<file path="config.mk">
export PLATFORM = sky130hd
export DESIGN_NAME = sector_erase_program_tracker_flat
export DESIGN_NICKNAME = d
export VERILOG_FILES = /design/src/sv/sept_pkg.sv /design/src/sv/sept_if.sv /design/src/sv/sept_maps.sv /design/src/sv/sept_ctrl.sv /design/src/sv/sector_erase_program_tracker.sv /design/src/flat_wrapper.sv
export SDC_FILE = /design/constraint.sdc
export NUM_CORES = 1
export LEC_CHECK = 0
export ABC_AREA = 1
export BUFFER_PORTS_ARGS = -buffer_cell sky130_fd_sc_hd__buf_4
export CORE_ASPECT_RATIO = 0.5
export CORE_MARGIN = 1.5
export CORE_UTILIZATION = 40
export DETAILED_ROUTE_END_ITERATION = 10
export GPL_ROUTABILITY_DRIVEN = 0
export PLACE_DENSITY_LB_ADDON = 0.05
export SYNTH_ARGS = -nofsm -noshare
export SYNTH_HDL_FRONTEND = slang
export SYNTH_SLANG_ARGS = --single-unit
</file>
<file path="constraint.sdc">
create_clock -name clock -period 7.67 [get_ports clock]
set_clock_uncertainty 0.15 [all_clocks]
set_input_delay 1.1505 -clock clock [delete_from_list [all_inputs] [get_ports clock]]
set_output_delay 1.1505 -clock clock [all_outputs]
set_load 0.01 [all_outputs]
</file>
<file path="src/sv/sept_pkg.sv">
// Shared constants, codes and types for the sector erase/program tracker.
package sept_pkg;

   localparam int KIND_W       = 3;
   localparam int ADDR_W       = 22;
   localparam int LEN_W        = 23;
   localparam int SECTOR_WORDS = 65536;
   localparam int NUM_SECTORS  = 64;

   localparam int SECT_SHIFT = $clog2(SECTOR_WORDS);
   localparam int FIRST_W    = ADDR_W - SECT_SHIFT;
   localparam int COUNT_W    = LEN_W + 1 - SECT_SHIFT;
   localparam int SUM_W      = (FIRST_W > COUNT_W ? FIRST_W : COUNT_W) + 1;
   localparam int NSEC_W     = $clog2(NUM_SECTORS + 1);
   localparam int WALK_W     = SUM_W > NSEC_W ? SUM_W : NSEC_W;
   localparam int IDX_W      = NUM_SECTORS > 1 ? $clog2(NUM_SECTORS) : 1;

   localparam logic [KIND_W-1:0] KIND_CLEAR           = 3'd0;
   localparam logic [KIND_W-1:0] KIND_MARK_ERASED     = 3'd1;
   localparam logic [KIND_W-1:0] KIND_MARK_PROGRAMMED = 3'd2;
   localparam logic [KIND_W-1:0] KIND_CHECK_PROGRAM   = 3'd3;
   localparam logic [KIND_W-1:0] KIND_CHECK_ERASE     = 3'd4;

   typedef enum logic [1:0] {
      ST_IDLE,
      ST_WALK,
      ST_DRAIN,
      ST_FINISH
   } state_type;

   typedef struct packed {
      logic             clear;
      logic             wr_erased;
      logic             wr_programmed;
      logic             rd_en;
      logic [IDX_W-1:0] addr;
   } map_cmd_type;

   typedef struct packed {
      logic erased;
      logic programmed;
   } map_rd_type;

endpackage

</file>
<file path="src/sv/sept_if.sv">
// Request and response channel interfaces.
interface sept_req_if
   import sept_pkg::*;
();
   logic              valid;
   logic              ready;
   logic [KIND_W-1:0] kind;
   logic [ADDR_W-1:0] start_address;
   logic [LEN_W-1:0]  length;

   modport source (output valid, kind, start_address, length, input ready);
   modport sink   (input valid, kind, start_address, length, output ready);
endinterface

interface sept_rsp_if;
   logic valid;
   logic ready;
   logic allowed;
   logic out_of_range;

   modport source (output valid, allowed, out_of_range, input ready);
   modport sink   (input valid, allowed, out_of_range, output ready);
endinterface

</file>
<file path="src/sv/sept_maps.sv">
// Erased and programmed sector maps with per-entry valid bits and registered reads.
module sept_maps
   import sept_pkg::*;
(
   input  logic        clock,
   input  logic        reset,
   input  map_cmd_type cmd,
   output map_rd_type  rd
);

   logic                   erased_mem     [NUM_SECTORS];
   logic                   programmed_mem [NUM_SECTORS];
   logic [NUM_SECTORS-1:0] erased_vld_ff;
   logic [NUM_SECTORS-1:0] erased_vld_in;
   logic [NUM_SECTORS-1:0] programmed_vld_ff;
   logic [NUM_SECTORS-1:0] programmed_vld_in;
   map_rd_type             rd_ff;

   always_comb begin
      erased_vld_in     = erased_vld_ff;
      programmed_vld_in = programmed_vld_ff;
      if (cmd.clear) begin
         erased_vld_in     = '0;
         programmed_vld_in = '0;
      end else begin
         if (cmd.wr_erased) begin
            erased_vld_in[cmd.addr] = 1'b1;
         end
         if (cmd.wr_programmed) begin
            programmed_vld_in[cmd.addr] = 1'b1;
         end
      end
   end

   always_ff @(posedge clock) begin
      if (reset) begin
         erased_vld_ff     <= '0;
         programmed_vld_ff <= '0;
      end else begin
         erased_vld_ff     <= erased_vld_in;
         programmed_vld_ff <= programmed_vld_in;
      end
   end

   always_ff @(posedge clock) begin
      if (cmd.wr_erased) begin
         erased_mem[cmd.addr] <= 1'b1;
      end
      if (cmd.wr_programmed) begin
         programmed_mem[cmd.addr] <= 1'b1;
      end
   end

   always_ff @(posedge clock) begin
      if (cmd.rd_en) begin
         rd_ff.erased     <= erased_mem[cmd.addr] & erased_vld_ff[cmd.addr];
         rd_ff.programmed <= programmed_mem[cmd.addr] & programmed_vld_ff[cmd.addr];
      end
   end

   assign rd = rd_ff;

endmodule

</file>
<file path="src/sv/sept_ctrl.sv">
// Request sequencer: walks covered sectors, folds check results, holds the response.
module sept_ctrl
   import sept_pkg::*;
(
   input  logic        clock,
   input  logic        reset,
   sept_req_if.sink    req_chan,
   sept_rsp_if.source  rsp_chan,
   output map_cmd_type map_cmd,
   input  map_rd_type  map_rd
);

   state_type         state_ff;
   state_type         state_in;
   logic [KIND_W-1:0] kind_ff;
   logic [KIND_W-1:0] kind_in;
   logic [WALK_W-1:0] idx_ff;
   logic [WALK_W-1:0] idx_in;
   logic [WALK_W-1:0] stop_ff;
   logic [WALK_W-1:0] stop_in;
   logic              allowed_ff;
   logic              allowed_in;
   logic              oor_ff;
   logic              oor_in;
   logic              pend_ff;
   logic              pend_in;
   logic              rsp_valid_ff;
   logic              rsp_valid_in;
   logic              rsp_allowed_ff;
   logic              rsp_allowed_in;
   logic              rsp_oor_ff;
   logic              rsp_oor_in;

   logic               req_acc;
   logic               load_rsp;
   logic               walk_kind;
   logic               is_check;
   logic [FIRST_W-1:0] first;
   logic [LEN_W:0]     len_sum;
   logic [LEN_W:0]     count_wide;
   logic [COUNT_W-1:0] count;
   logic [WALK_W-1:0]  first_ext;
   logic [WALK_W-1:0]  last_excl;
   logic [WALK_W-1:0]  stop_calc;
   logic               oor_calc;

   // Range decode of the incoming request
   assign first      = req_chan.start_address[ADDR_W-1:SECT_SHIFT];
   assign len_sum    = {1'b0, req_chan.length} + (LEN_W+1)'(SECTOR_WORDS - 1);
   assign count_wide = len_sum >> SECT_SHIFT;
   assign count      = count_wide[COUNT_W-1:0];
   assign first_ext  = WALK_W'(first);
   assign last_excl  = first_ext + WALK_W'(count);
   assign oor_calc   = (count != '0) && (last_excl > WALK_W'(NUM_SECTORS));
   assign stop_calc  = oor_calc ? WALK_W'(NUM_SECTORS) : last_excl;
   assign walk_kind  = req_chan.kind inside {[KIND_MARK_ERASED:KIND_CHECK_ERASE]};
   assign is_check   = kind_ff inside {KIND_CHECK_PROGRAM, KIND_CHECK_ERASE};

   assign req_acc  = req_chan.valid && req_chan.ready;
   assign load_rsp = (state_ff == ST_FINISH) && (!rsp_valid_ff || rsp_chan.ready);

   // Next state
   always_comb begin
      state_in = state_ff;
      case (state_ff)
         ST_IDLE: begin
            if (req_acc) begin
               if (walk_kind && (first_ext < stop_calc)) begin
                  state_in = ST_WALK;
               end else begin
                  state_in = ST_FINISH;
               end
            end
         end
         ST_WALK: begin
            if (idx_ff + WALK_W'(1) == stop_ff) begin
               state_in = ST_DRAIN;
            end
         end
         ST_DRAIN: begin
            state_in = ST_FINISH;
         end
         ST_FINISH: begin
            if (load_rsp) begin
               state_in = ST_IDLE;
            end
         end
         default: begin
            state_in = ST_IDLE;
         end
      endcase
   end

   // Outputs
   always_comb begin
      req_chan.ready        = (state_ff == ST_IDLE);
      map_cmd.clear         = req_acc && (req_chan.kind == KIND_CLEAR);
      map_cmd.wr_erased     = (state_ff == ST_WALK) && (kind_ff == KIND_MARK_ERASED);
      map_cmd.wr_programmed = (state_ff == ST_WALK) && (kind_ff == KIND_MARK_PROGRAMMED);
      map_cmd.rd_en         = (state_ff == ST_WALK) && is_check;
      map_cmd.addr          = idx_ff[IDX_W-1:0];
      rsp_chan.valid        = rsp_valid_ff;
      rsp_chan.allowed      = rsp_allowed_ff;
      rsp_chan.out_of_range = rsp_oor_ff;
   end

   // Datapath next values
   always_comb begin
      kind_in        = kind_ff;
      idx_in         = idx_ff;
      stop_in        = stop_ff;
      allowed_in     = allowed_ff;
      oor_in         = oor_ff;
      pend_in        = map_cmd.rd_en;
      rsp_allowed_in = rsp_allowed_ff;
      rsp_oor_in     = rsp_oor_ff;
      rsp_valid_in   = rsp_valid_ff && !rsp_chan.ready;
      if (req_acc) begin
         kind_in    = req_chan.kind;
         idx_in     = first_ext;
         stop_in    = stop_calc;
         allowed_in = 1'b1;
         oor_in     = oor_calc && walk_kind;
      end else begin
         if (state_ff == ST_WALK) begin
            idx_in = idx_ff + WALK_W'(1);
         end
         if (pend_ff) begin
            if (kind_ff == KIND_CHECK_PROGRAM) begin
               allowed_in = allowed_ff & map_rd.erased;
            end else begin
               allowed_in = allowed_ff & ~map_rd.programmed;
            end
         end
      end
      if (load_rsp) begin
         rsp_valid_in   = 1'b1;
         rsp_allowed_in = allowed_ff;
         rsp_oor_in     = oor_ff;
      end
   end

   always_ff @(posedge clock) begin
      if (reset) begin
         state_ff     <= ST_IDLE;
         pend_ff      <= 1'b0;
         rsp_valid_ff <= 1'b0;
      end else begin
         state_ff     <= state_in;
         pend_ff      <= pend_in;
         rsp_valid_ff <= rsp_valid_in;
      end
   end

   always_ff @(posedge clock) begin
      kind_ff        <= kind_in;
      idx_ff         <= idx_in;
      stop_ff        <= stop_in;
      allowed_ff     <= allowed_in;
      oor_ff         <= oor_in;
      rsp_allowed_ff <= rsp_allowed_in;
      rsp_oor_ff     <= rsp_oor_in;
   end

endmodule

</file>
<file path="src/sv/sector_erase_program_tracker.sv">
// Top level of the sector erase/program tracker.
// A request passes from IDLE through WALK, which visits each covered sector inside the
// device, and DRAIN to FINISH; clear, unused kinds and empty ranges go straight to FINISH.
// No new request is taken until the current one has reached FINISH; the map memory
// port visits one sector per cycle. The next request is taken while a response waits.
// Reset clears both sector maps at once through their valid bits; no clearing pass.
module sector_erase_program_tracker
   import sept_pkg::*;
(
   input logic        clock,
   input logic        reset,
   sept_req_if.sink   req_chan,
   sept_rsp_if.source rsp_chan
);

   map_cmd_type map_cmd;
   map_rd_type  map_rd;

   sept_ctrl u_ctrl (
      .clock    (clock),
      .reset    (reset),
      .req_chan (req_chan),
      .rsp_chan (rsp_chan),
      .map_cmd  (map_cmd),
      .map_rd   (map_rd)
   );

   sept_maps u_maps (
      .clock (clock),
      .reset (reset),
      .cmd   (map_cmd),
      .rd    (map_rd)
   );

   a_busy_after_transfer : assert property (@(posedge clock) disable iff (reset)
      req_chan.valid && req_chan.ready |=> !req_chan.ready)
      else $error("request taken while a previous one is in flight");

   a_clear_alone : assert property (@(posedge clock) disable iff (reset)
      map_cmd.clear |-> !(map_cmd.wr_erased || map_cmd.wr_programmed || map_cmd.rd_en))
      else $error("map clear overlaps a map access");

   a_read_write_exclusive : assert property (@(posedge clock) disable iff (reset)
      map_cmd.rd_en |-> !(map_cmd.wr_erased || map_cmd.wr_programmed))
      else $error("map read and write in the same cycle");

endmodule
</file>
<file path="src/flat_wrapper.sv">
// flat-port wrapper written by rule: the top's interface ports become plain ports
module sector_erase_program_tracker_flat import sept_pkg::*;
  (clock, reset, req_chan_valid, req_chan_kind, req_chan_start_address, req_chan_length, req_chan_ready, rsp_chan_valid, rsp_chan_allowed, rsp_chan_out_of_range, rsp_chan_ready);
  sept_req_if req_chan_i ();
  sept_rsp_if rsp_chan_i ();
  input logic clock;
  input logic reset;
  input wire logic [$bits(req_chan_i.valid)-1:0] req_chan_valid;
  input wire logic [$bits(req_chan_i.kind)-1:0] req_chan_kind;
  input wire logic [$bits(req_chan_i.start_address)-1:0] req_chan_start_address;
  input wire logic [$bits(req_chan_i.length)-1:0] req_chan_length;
  output wire logic [$bits(req_chan_i.ready)-1:0] req_chan_ready;
  output wire logic [$bits(rsp_chan_i.valid)-1:0] rsp_chan_valid;
  output wire logic [$bits(rsp_chan_i.allowed)-1:0] rsp_chan_allowed;
  output wire logic [$bits(rsp_chan_i.out_of_range)-1:0] rsp_chan_out_of_range;
  input wire logic [$bits(rsp_chan_i.ready)-1:0] rsp_chan_ready;
  assign req_chan_i.valid = req_chan_valid;
  assign req_chan_i.kind = req_chan_kind;
  assign req_chan_i.start_address = req_chan_start_address;
  assign req_chan_i.length = req_chan_length;
  assign req_chan_ready = req_chan_i.ready;
  assign rsp_chan_valid = rsp_chan_i.valid;
  assign rsp_chan_allowed = rsp_chan_i.allowed;
  assign rsp_chan_out_of_range = rsp_chan_i.out_of_range;
  assign rsp_chan_i.ready = rsp_chan_ready;
  sector_erase_program_tracker u_core (.clock(clock), .reset(reset), .req_chan(req_chan_i), .rsp_chan(rsp_chan_i));
endmodule
</file>
==> metrics.log, run 1 <==
[metrics] Max stage delay cell, worst path: fa_1
[metrics] Final period util: between 50% and 60%
[metrics] mapped cell area: between 7000 and 8000 µm²
[metrics] global routing's busiest layer: met2
[metrics] post-synthesis async set-or-reset flop share: 0%
[metrics] GR Layer Usage met3: under 10%
[metrics] setup violators final: 0
[metrics] post_cts resized: 0
[metrics] detailed-route via count: 6599
[metrics] Worst Path Class, Setup: in -> reg
[metrics] Layout Utilization: 46.61%
[metrics] startpoint of the worst register-to-register path: u_core.u_ctrl.idx_ff[0]
[metrics] delay contributed by the slowest stage of the critical path: approximately 0.45 ns
[metrics] combined global-route utilization of all metal layers: between 20 and 25%
[metrics] clock tree from TritonCTS: built
[metrics] ranking of synthesized cells by area: dfxtp_1 (36%), nor2_1 (12%), a21oi_1 (9.4%)
[metrics] count of endpoints failing hold in the final timing report: 0
[metrics] global-route wire length before repair: about 31000 µm
[metrics] Worst-Margin Slew: about 0.8 ns
[metrics] Bufs and invs on worst path: 4
[metrics] worst slack on hold paths: 0.2899 ns
[metrics] Max Transition Viols Final: 0
[metrics] Port Buffers: 39
[metrics] critical path's most frequent cell: nand2_1
[metrics] Iteration-0 DRC Markers: slightly above 500
[metrics] count of cell types in the netlist: 42
[metrics] setup tns final: 0 ns
[metrics] result of the run: finished clean
[metrics] worst-case register-to-register setup slack: approximately 4.6 ns
[metrics] antenna violations before repair: 0
[metrics] power density cells: 290.1 nW/µm²
[metrics] buffer levels on the longest clock path: 2
[metrics] Setup crit end kind: register
[metrics] total number of nets in the final design: 1122
[metrics] placed wire-length estimate: 12420 µm
[metrics] overflow left after global routing: 0
[metrics] layout cell share with drive strength beyond 1: 9.287%
[metrics] hold path startpoint: u_core.u_ctrl.allowed_ff
[metrics] post-CTS setup buffers: 0
[metrics] final period demand of the worst path: approximately 4.4 ns
[metrics] required arrival time at the worst endpoint: 7.84 ns
[metrics] vias in the first global route: 6068
[metrics] met1 demand-to-capacity share in global routing: ~29%
[metrics] number of placement rows: 35
[metrics] sequential area share after synthesis: about 45%
[metrics] most frequent cell after synthesis: nor2_1
[metrics] H-tree levels: 4
[metrics] die width: between 150 and 200 µm
[metrics] number of sinks driven by the clock tree: between 150 and 200
[metrics] total design power: about 2500 µW
[metrics] largest fanout of any net on the critical path: 12
[metrics] Area Growth Syn to Fin: 13.99%
[metrics] maximum number of pins on one net before global-route repair: 66
[metrics] cell type with the largest total area after synthesis: dfxtp_1
[metrics] launching element type of the critical path: input port
[metrics] EDFF count, synth: 23
[metrics] Total Wirelength: 19420 µm
[metrics] Crit path arrival time: 4.56 ns
[metrics] instance area after placement: 7988 µm²
[metrics] RSZ-0062 raised after global routing: false
[metrics] maximum VDD drop: ~0.00014 V
[metrics] DRC Markers: 0
[metrics] Detail Route Antenna Nets: 0
[metrics] Clock Latency Late Sink: roughly 0.42 ns
[metrics] worst hold path class: reg -> reg
[metrics] detailed-route vias per instance: between 5 and 6
[metrics] combined area of the multi-input logic cells: between 3000 and 4000 µm²
[metrics] # diodes: 0
[metrics] DR pass1 iterations: 5
[metrics] Core Area: 18390 µm²
[metrics] number of inserted filler cells in the final layout: about 1900
[metrics] most instantiated cells after synthesis: nor2_1 (236), inv_1 (144), a21oi_1 (142)
[metrics] area share of the largest cell type after synthesis: a little over a third
[metrics] number of CTS-inserted buffers: 17
[metrics] synthesized flop and latch total: ~160
[metrics] maximum capacitance violations: 0
[metrics] wire length per cell: about 15 µm
[metrics] CP top delay family: simple AND/OR/NAND/NOR gates
[metrics] number of standard cells after synthesis: 1032
[metrics] Post-CTS Hold Buffers: 0
[metrics] num ports: 56
[metrics] first element of the critical path: req_chan_length[15]
[metrics] Yosys warning count: 0
[metrics] floorplan die height: 99.96 µm
[metrics] die area: around 20000 µm²
[metrics] Rel. slew slack: 46.92%
[metrics] post-synthesis area per instance: between 7 and 8 µm²
[metrics] Non-Filler Cell Area, Final: around 8600 µm²
[metrics] clock transition at the registers of the reported paths: approximately 0.07 ns
[metrics] most used flip-flop cell after synthesis: dfxtp_1
[metrics] highest achievable clock rate: roughly 230 MHz
[metrics] total leakage power: between 0.003 and 0.004 µW
[metrics] clock root buffer master: clkbuf_16
[metrics] initial standard-cell utilization of the core: 40.89%
[metrics] Reg area: about 3400 µm²
[metrics] met2 Resource Use GR: a little under a third
[logic make-up after synthesis]
kind of cell,share of synthesized area [%]
buffers and inverters,10.08
AO/OA/AOI/OAI,17.32
AND/OR/NAND/NOR,23.31
other,0.04986
adder cells (fa/ha/maj),2.928
XOR/XNOR,0.9317
flip-flops,45.38
[registers in the layout, indices dropped and copies added, names as in the netlist, 2 cells and up]
signal and cells:
u_core.u_maps.rd 2, u_core.u_maps.erased_vld_ff 64, u_core.u_ctrl.state_ff 2, u_core.u_ctrl.kind_ff 3, u_core.u_maps.programmed_vld_ff 64, u_core.u_ctrl.idx_ff 9, u_core.u_ctrl.stop_ff 9
[per-stage QoR]
| stage | setup WS [ns] | std cells |
|---|---|---|
| floorplan | 3.534 | 1033 |
| global placement | 2.803 | 1274 |
| detailed placement | 2.744 | 1274 |
| CTS | 3.192 | 1306 |
| global route | 2.843 | 1306 |
| finish | 3.281 | 1306 |
[worst paths after layout]
kind | end | depth (start not counted)
setup / recovery | u_core.u_ctrl.state_ff[1] | 27
hold reg to reg | u_core.u_ctrl.rsp_chan.allowed | 0
setup reg to reg | u_core.u_maps.rd[1] | 8
hold / removal | u_core.u_ctrl.rsp_chan.allowed | 0
[routing by layer]
metal / part of all wire [%] / vias up / routed length [µm]
li1: - / 3397 / -
met1: 50 / 3047 / 9742
met2: 45 / 138 / 8729
met3: 3.8 / 17 / 736
met4: 1.1 / 0 / 209
met5: 0 / - / 0
[area by class of cell]
| type | instances | area share [%] |
|---|---|---|
| flip-flops and latches | 159 | 39.81 |
| multi-input cells | 679 | 39.35 |
| clock buffers | 18 | 5.006 |
| well taps | 240 | 3.503 |
| clock inverters | 14 | 1.824 |
| inverters | 152 | 6.655 |
| repair buffers | 44 | 3.853 |
[power by group]
part	switching [µW]	internal, µW	total (µW)	leakage (µW)
Clock	365	485	850	0.000276
Combinational	497	162	659	0.00170
Sequential	62.9	915	978	0.00131
Total	924	1560	2490	0.00329
[cell usage in the layout (no fill, tap or decap), types with 2 or more instances in the layout]
cell        Yosys  layout
nor2_1        236     236
inv_1         144     144
a21oi_1       142     142
dfxtp_1       136     136
nand2_1       123     123
buf_4           2      44
o21ai_0        33      32
o22ai_1        31      31
edfxtp_1       23      23
nand3_1        22      22
clkbuf_16       0      17
ha_1           16      16
nand4_1        12      12
o41ai_1        10      10
inv_2           7       7
nand3_2         7       7
nor3_1          6       6
xnor2_1         5       5
inv_6           0       5
a221oi_1        4       4
xor2_1          3       3
o2111ai_1       3       3
a22oi_1         3       3
clkinv_4        0       3
clkinvlp_4      0       3
nand3b_1        2       2
clkinv_1        1       2
nor2_4          2       2
o21ai_1         2       2
nor4_4          1       2
or2_2           2       2
o211ai_1        2       2
bufinv_16       0       2
conb_1          1       2
Note: power is estimated with default switching activity, not from simulation.
==> inputs of run 2 (changes only) <==
==> constraint.sdc (replaced) <==
create_clock -name clock -period 3.7 [get_ports clock]
set_clock_uncertainty 0.15 [all_clocks]
set_input_delay 0.555 -clock clock [delete_from_list [all_inputs] [get_ports clock]]
set_output_delay 0.555 -clock clock [all_outputs]
set_load 0.01 [all_outputs]
==> metrics.log, run 2 (same netlist as run 1, synthesis figures left out) <==
[metrics] final period demand of the worst path: 3.400 ns
[metrics] layout cell share with drive strength beyond 1: ~14%
[metrics] die width: 196.9 µm
[metrics] total leakage power: between 0.003 and 0.004 µW
[metrics] Setup crit end kind: register
[metrics] RSZ-0062 raised after global routing: true
[metrics] Non-Filler Cell Area, Final: approximately 9000 µm²
[metrics] Total Wirelength: between 15000 and 20000 µm
[metrics] instance area after placement: ~8000 µm²
[metrics] DRC Markers: 0
[metrics] Clock Latency Late Sink: ~0.42 ns
[metrics] Detail Route Antenna Nets: 0
[metrics] antenna violations before repair: 0
[metrics] number of CTS-inserted buffers: 17
[metrics] num ports: 56
[metrics] commonest non-fill, non-tap cell in the layout: nor2_1
[metrics] maximum number of pins on one net before global-route repair: 90
[metrics] combined area of the multi-input logic cells: 3466 µm²
[metrics] worst hold path class: in -> reg
[metrics] wire length the detailed router placed on met1: between 9000 and 10000 µm
[metrics] Rel. slew slack: a little under half
[metrics] overflow left after global routing: 0
[metrics] maximum capacitance violations: 0
[metrics] clock tree from TritonCTS: built
[metrics] Max stage delay cell, worst path: ha_1
[metrics] initial standard-cell utilization of the core: 40.89%
[metrics] buffer levels on the longest clock path: 2
[metrics] result of the run: finished clean
[metrics] number of placement rows: 35
[metrics] total design power: ~5200 µW
[metrics] launching element type of the critical path: input port
[metrics] number of inserted filler cells in the final layout: around 1900
[metrics] Area Growth Syn to Fin: 18.58%
[metrics] maximum VDD drop: approximately 0.00029 V
[metrics] global-route wire length before repair: approximately 32000 µm
[metrics] power density cells: a little under 600 nW/µm²
[metrics] highest-count cells in the layout ignoring fill and taps: nor2_1 (229), inv_1 (143), a21oi_1 (138)
[metrics] delay contributed by the slowest stage of the critical path: between 0.3 and 0.4 ns
[metrics] vias in the first global route: ~6200
[metrics] Post-CTS Hold Buffers: 0
[metrics] # diodes: 0
[metrics] DR pass1 iterations: 5
[metrics] Reg area: about 3400 µm²
[metrics] length of routed met2 wiring: 8685 µm
[metrics] Crit path arrival time: ~3.6 ns
[metrics] final cell count without fillers: 1339
[metrics] die area: 19680 µm²
[metrics] Worst Path Class, Setup: in -> reg
[metrics] setup violators final: 0
[metrics] Core Area: roughly 18000 µm²
[metrics] H-tree levels: 4
[metrics] Final period util: 91.88%
[metrics] top layer used by detailed routing: met4
[metrics] Iteration-0 DRC Markers: between 400 and 500
[metrics] Port Buffers: 39
[metrics] floorplan die height: roughly 100 µm
[metrics] Worst-Margin Slew: roughly 0.82 ns
[metrics] Detail Route met3 WL: 659 µm
[metrics] Max Transition Viols Final: 0
[metrics] registers with the highest flip-flop counts: u_core.u_maps.erased_vld_ff: 64 flops, u_core.u_maps.programmed_vld_ff: 64 flops
[metrics] number of cells in the design after placement: about 1300
[metrics] worst-case register-to-register setup slack: just over 0.7 ns
[metrics] count of endpoints failing hold in the final timing report: 0
[metrics] required arrival time at the worst endpoint: roughly 3.9 ns
[metrics] largest fanout of any net on the critical path: 6
[metrics] critical path's most frequent cell: nand2_1
[metrics] clock root buffer master: clkbuf_16
[metrics] Layout Utilization: ~48%
[metrics] wire length per cell: about 15 µm
[metrics] detailed-route vias per instance: between 5 and 6
[metrics] highest achievable clock rate: 294.1 MHz
[metrics] detailed-route via count: 6716
[metrics] total number of nets in the final design: ~1200
[metrics] clock transition at the registers of the reported paths: ~0.06 ns
[metrics] combined global-route utilization of all metal layers: about a fifth
[metrics] placed wire-length estimate: between 10000 and 15000 µm
[metrics] number of sinks driven by the clock tree: between 150 and 200
[metrics] setup tns final: 0 ns
## run 2: area by class of cell
type                       instances  area share [%]
multi-input combinational        679           38.86
clock inverter                    10           1.122
tap                              240           3.367
timing repair buffer              77           6.664
sequential                       159           38.27
clock buffer                      22           5.317
inverter                         152           6.397
## run 2: final timing paths
kind / startpoint / end / cells past startpoint
worst min register to register: u_core.u_ctrl.oor_ff / u_core.u_ctrl.rsp_chan.out_of_range / 0
worst max register to register: u_core.u_ctrl.idx_ff[0] / u_core.u_maps.rd[1] / 8
worst max-delay path: req_chan_length[3] / u_core.u_ctrl.state_ff[1] / 29
worst min-delay path: reset / u_core.u_ctrl.rsp_chan.valid / 2
## run 2: critical path: cells and delay by family
family          cells  cell delay, ns
simple gates       18            1.48
buf+inv             4            0.39
fa+ha+maj           3            0.68
compound gates      4            0.45
## run 2: repair_timing
| item | in CTS | in global routing |
|---|---|---|
| resized for setup | 0 | 30 |
| setup endpoints to repair | 0 | 1 |
| setup buffers | 0 | 5 |
## run 2: where the power goes
| part | switching (µW) | internal [µW] |
|---|---|---|
| sequential | 133 | 1900 |
| combinational | 1060 | 423 |
| clock | 726 | 990 |
## run 2: per-stage QoR
stage,hold WS (ns),worst slack [ns]
global route,0.1587,-0.04088
detailed placement,0.2599,-0.3625
CTS,0.1479,0.07236
floorplan,0.2503,0.1591
global placement,0.2614,-0.3359
finish,0.1597,0.3004
## run 2: metal layers
layer	up-vias	GRT usage, %
met5	-	0
met4	0	5.109
li1	3464	-
met1	3131	28.66
met3	11	2.923
met2	110	32.67
==> inputs of run 3 (changes only) <==
--- a/config.mk
+++ b/config.mk
@@ -8,8 +8,8 @@
 export ABC_AREA = 1
 export BUFFER_PORTS_ARGS = -buffer_cell sky130_fd_sc_hd__buf_4
 export CORE_ASPECT_RATIO = 0.5
-export CORE_MARGIN = 1.5
-export CORE_UTILIZATION = 40
+export CORE_MARGIN = 2
+export CORE_UTILIZATION = 54
 export DETAILED_ROUTE_END_ITERATION = 10
 export GPL_ROUTABILITY_DRIVEN = 0
 export PLACE_DENSITY_LB_ADDON = 0.05
==> metrics.log, run 3 (same netlist as run 1, synthesis figures left out) <==
[metrics] maximum capacitance violations: 0
[metrics] number of sinks driven by the clock tree: ~160
[metrics] detailed-route via count: 6875
[metrics] final period demand of the worst path: 3.460 ns
[metrics] overflow left after global routing: 0
[metrics] number of inserted filler cells in the final layout: 1212
[metrics] vias in the first global route: 6344
[metrics] largest fanout of any net on the critical path: 5
[metrics] DR pass1 iterations: 5
[metrics] clock tree from TritonCTS: built
[metrics] clock transition at the registers of the reported paths: approximately 0.070 ns
[metrics] total number of nets in the final design: 1150
[metrics] result of the run: finished clean
[metrics] detailed-route vias per instance: about 5.3
[metrics] GR Layer Usage met3: under 10%
[metrics] worst slack on hold paths: 0.1617 ns
[metrics] Worst-Margin Slew: 0.7719 ns
[metrics] Layout Utilization: 65.52%
[metrics] antenna violations before repair: 0
[metrics] die width: 170.9 µm
[metrics] met1 demand-to-capacity share in global routing: between 30% and 40%
[metrics] met2 Resource Use GR: between 40 and 50%
[metrics] DRC Markers: 0
[metrics] worst hold path class: in -> reg
[metrics] maximum VDD drop: approximately 0.0004 V
[metrics] Total Wirelength: between 15000 and 20000 µm
[metrics] Area Growth Syn to Fin: 18.37%
[metrics] H-tree levels: 4
[metrics] registers with the highest flip-flop counts: u_core.u_maps.erased_vld_ff: 64 flops, u_core.u_maps.programmed_vld_ff: 64 flops
[metrics] launching element type of the critical path: input port
[metrics] Core Area: approximately 14000 µm²
[metrics] Crit path arrival time: between 3 and 4 ns
[metrics] floorplan die height: around 87 µm
[metrics] pre-CTS WS: -0.3456 ns
[metrics] Port Buffers: 39
[metrics] Clock Latency Late Sink: 0.42 ns
[metrics] buffer levels on the longest clock path: 2
[metrics] Detail Route Antenna Nets: 0
[metrics] highest achievable clock rate: 289.1 MHz
[metrics] power density cells: 592.0 nW/µm²
[metrics] die area: approximately 15000 µm²
[metrics] global routing's busiest layer: met2
[metrics] wire length per cell: between 10 and 15 µm
[metrics] Iteration-0 DRC Markers: around 560
[metrics] highest-count cells in the layout ignoring fill and taps: nor2_1 (224), inv_1 (142), a21oi_1 (139)
[metrics] number of placement rows: 30
[metrics] Max Transition Viols Final: 0
[metrics] count of endpoints failing hold in the final timing report: 0
[metrics] layout cell share with drive strength beyond 1: roughly 15%
[metrics] Worst Path Class, Setup: in -> reg
[metrics] Setup crit end kind: register
[metrics] Post-CTS Hold Buffers: 0
[metrics] Final period util: between 90% and 100%
[metrics] combined global-route utilization of all metal layers: about 26%
[metrics] placed wire-length estimate: about 12000 µm
[metrics] required arrival time at the worst endpoint: ~3.9 ns
[metrics] initial standard-cell utilization of the core: between 50% and 60%
[metrics] global-route wire length before repair: a little over 30000 µm
[metrics] maximum number of pins on one net before global-route repair: between 100 and 150
[metrics] RSZ-0062 raised after global routing: false
[metrics] clock root buffer master: clkbuf_16
[metrics] worst path setup slack after routing: 0.2404 ns
[metrics] commonest non-fill, non-tap cell in the layout: nor2_1
[metrics] # diodes: 0
[metrics] total design power: about 5300 µW
[metrics] number of CTS-inserted buffers: 17
[metrics] worst-case register-to-register setup slack: approximately 0.74 ns
[metrics] Rel. slew slack: around 49%
[metrics] setup violators final: 0
[metrics] num ports: 56
[metrics] total leakage power: 0.003459 µW
==> run 3: cell types whose count changed in the layout (fill, tap and decap cells not counted), moves of 3 or more <==
cell and delta:
inv_8 +3, buf_4 -5, nor2_1 -5, clkbuf_8 -3
nand2_1 -4, nor2_4 +7
==> run 3: worst max-delay path, cell delays in order <==
cell	delay (ns)
buf_4	0.12
nor2_4	0.09
nand2_2	0.07
nor2_4	0.14
nand3_2	0.11
nand2_4	0.09
ha_4	0.14
inv_2	0.04
fa_2	0.57
nand2_1	0.05
nor2_1	0.10
nand3_1	0.07
nor2_1	0.11
nand2_1	0.06
nand3_1	0.07
nand2_1	0.06
nand2_2	0.13
inv_4	0.07
nor2_4	0.11
inv_1	0.05
ha_1	0.27
nand4_1	0.10
nor3_1	0.19
nand2_1	0.08
nand3_2	0.08
nand2_2	0.05
a21oi_2	0.09
==> run 3: report_power, final <==
| group | leakage [µW] | total [µW] | switching (µW) | internal [µW] |
|---|---|---|---|---|
| clock network | 0.000287 | 1760 | 772 | 992 |
| logic | 0.00186 | 1480 | 1060 | 424 |
| registers | 0.00131 | 2030 | 130 | 1900 |
==> run 3: final timing paths <==
kind | startpoint | end | depth (start not counted)
max | req_chan_length[1] | u_core.u_ctrl.state_ff[1] | 27
max reg2reg | u_core.u_ctrl.idx_ff[0] | u_core.u_maps.rd[1] | 8
min | reset | u_core.u_ctrl.pend_ff | 2
min reg2reg | u_core.u_ctrl.oor_ff | u_core.u_ctrl.rsp_chan.out_of_range | 0
==> run 3: through the flow <==
step           std cells  cell area (µm²)  setup TNS (ns)
6_report            1286             8902               0
5_1_grt             1286             8902               0
4_1_cts             1284             8730               0
3_5_place_dp        1252             8135         -0.3456
3_3_place_gp        1252             8135         -0.3020
2_1_floorplan       1033             7525               0
==> run 3: timing repair <==
item	4_1_cts	5_1_grt
endpoints found under the setup margin	0	1
hold endpoints to repair	0	0
buffers inserted	0	2
gates resized for setup	0	44
==> run 3: layer usage <==
metal  vias to the layer above  routed length, µm  part of all wire [%]
met3                        41               1193                   6.5
met5                         -                  0                     0
met1                      3191               8749                    47
met4                         0                450                   2.4
met2                       187               8086                    44
li1                       3456                  -                     -
==> run 3: area by class of cell <==
type                       instances  area, µm²  area share (%)
timing repair buffer              72      556.8           6.254
inverter                         152      573.1           6.437
clock buffer                      18      450.4           5.060
clock inverter                    14      143.9           1.616
multi-input combinational        679       3525           39.59
tap                              192      240.2           2.699
sequential                       159       3413           38.34
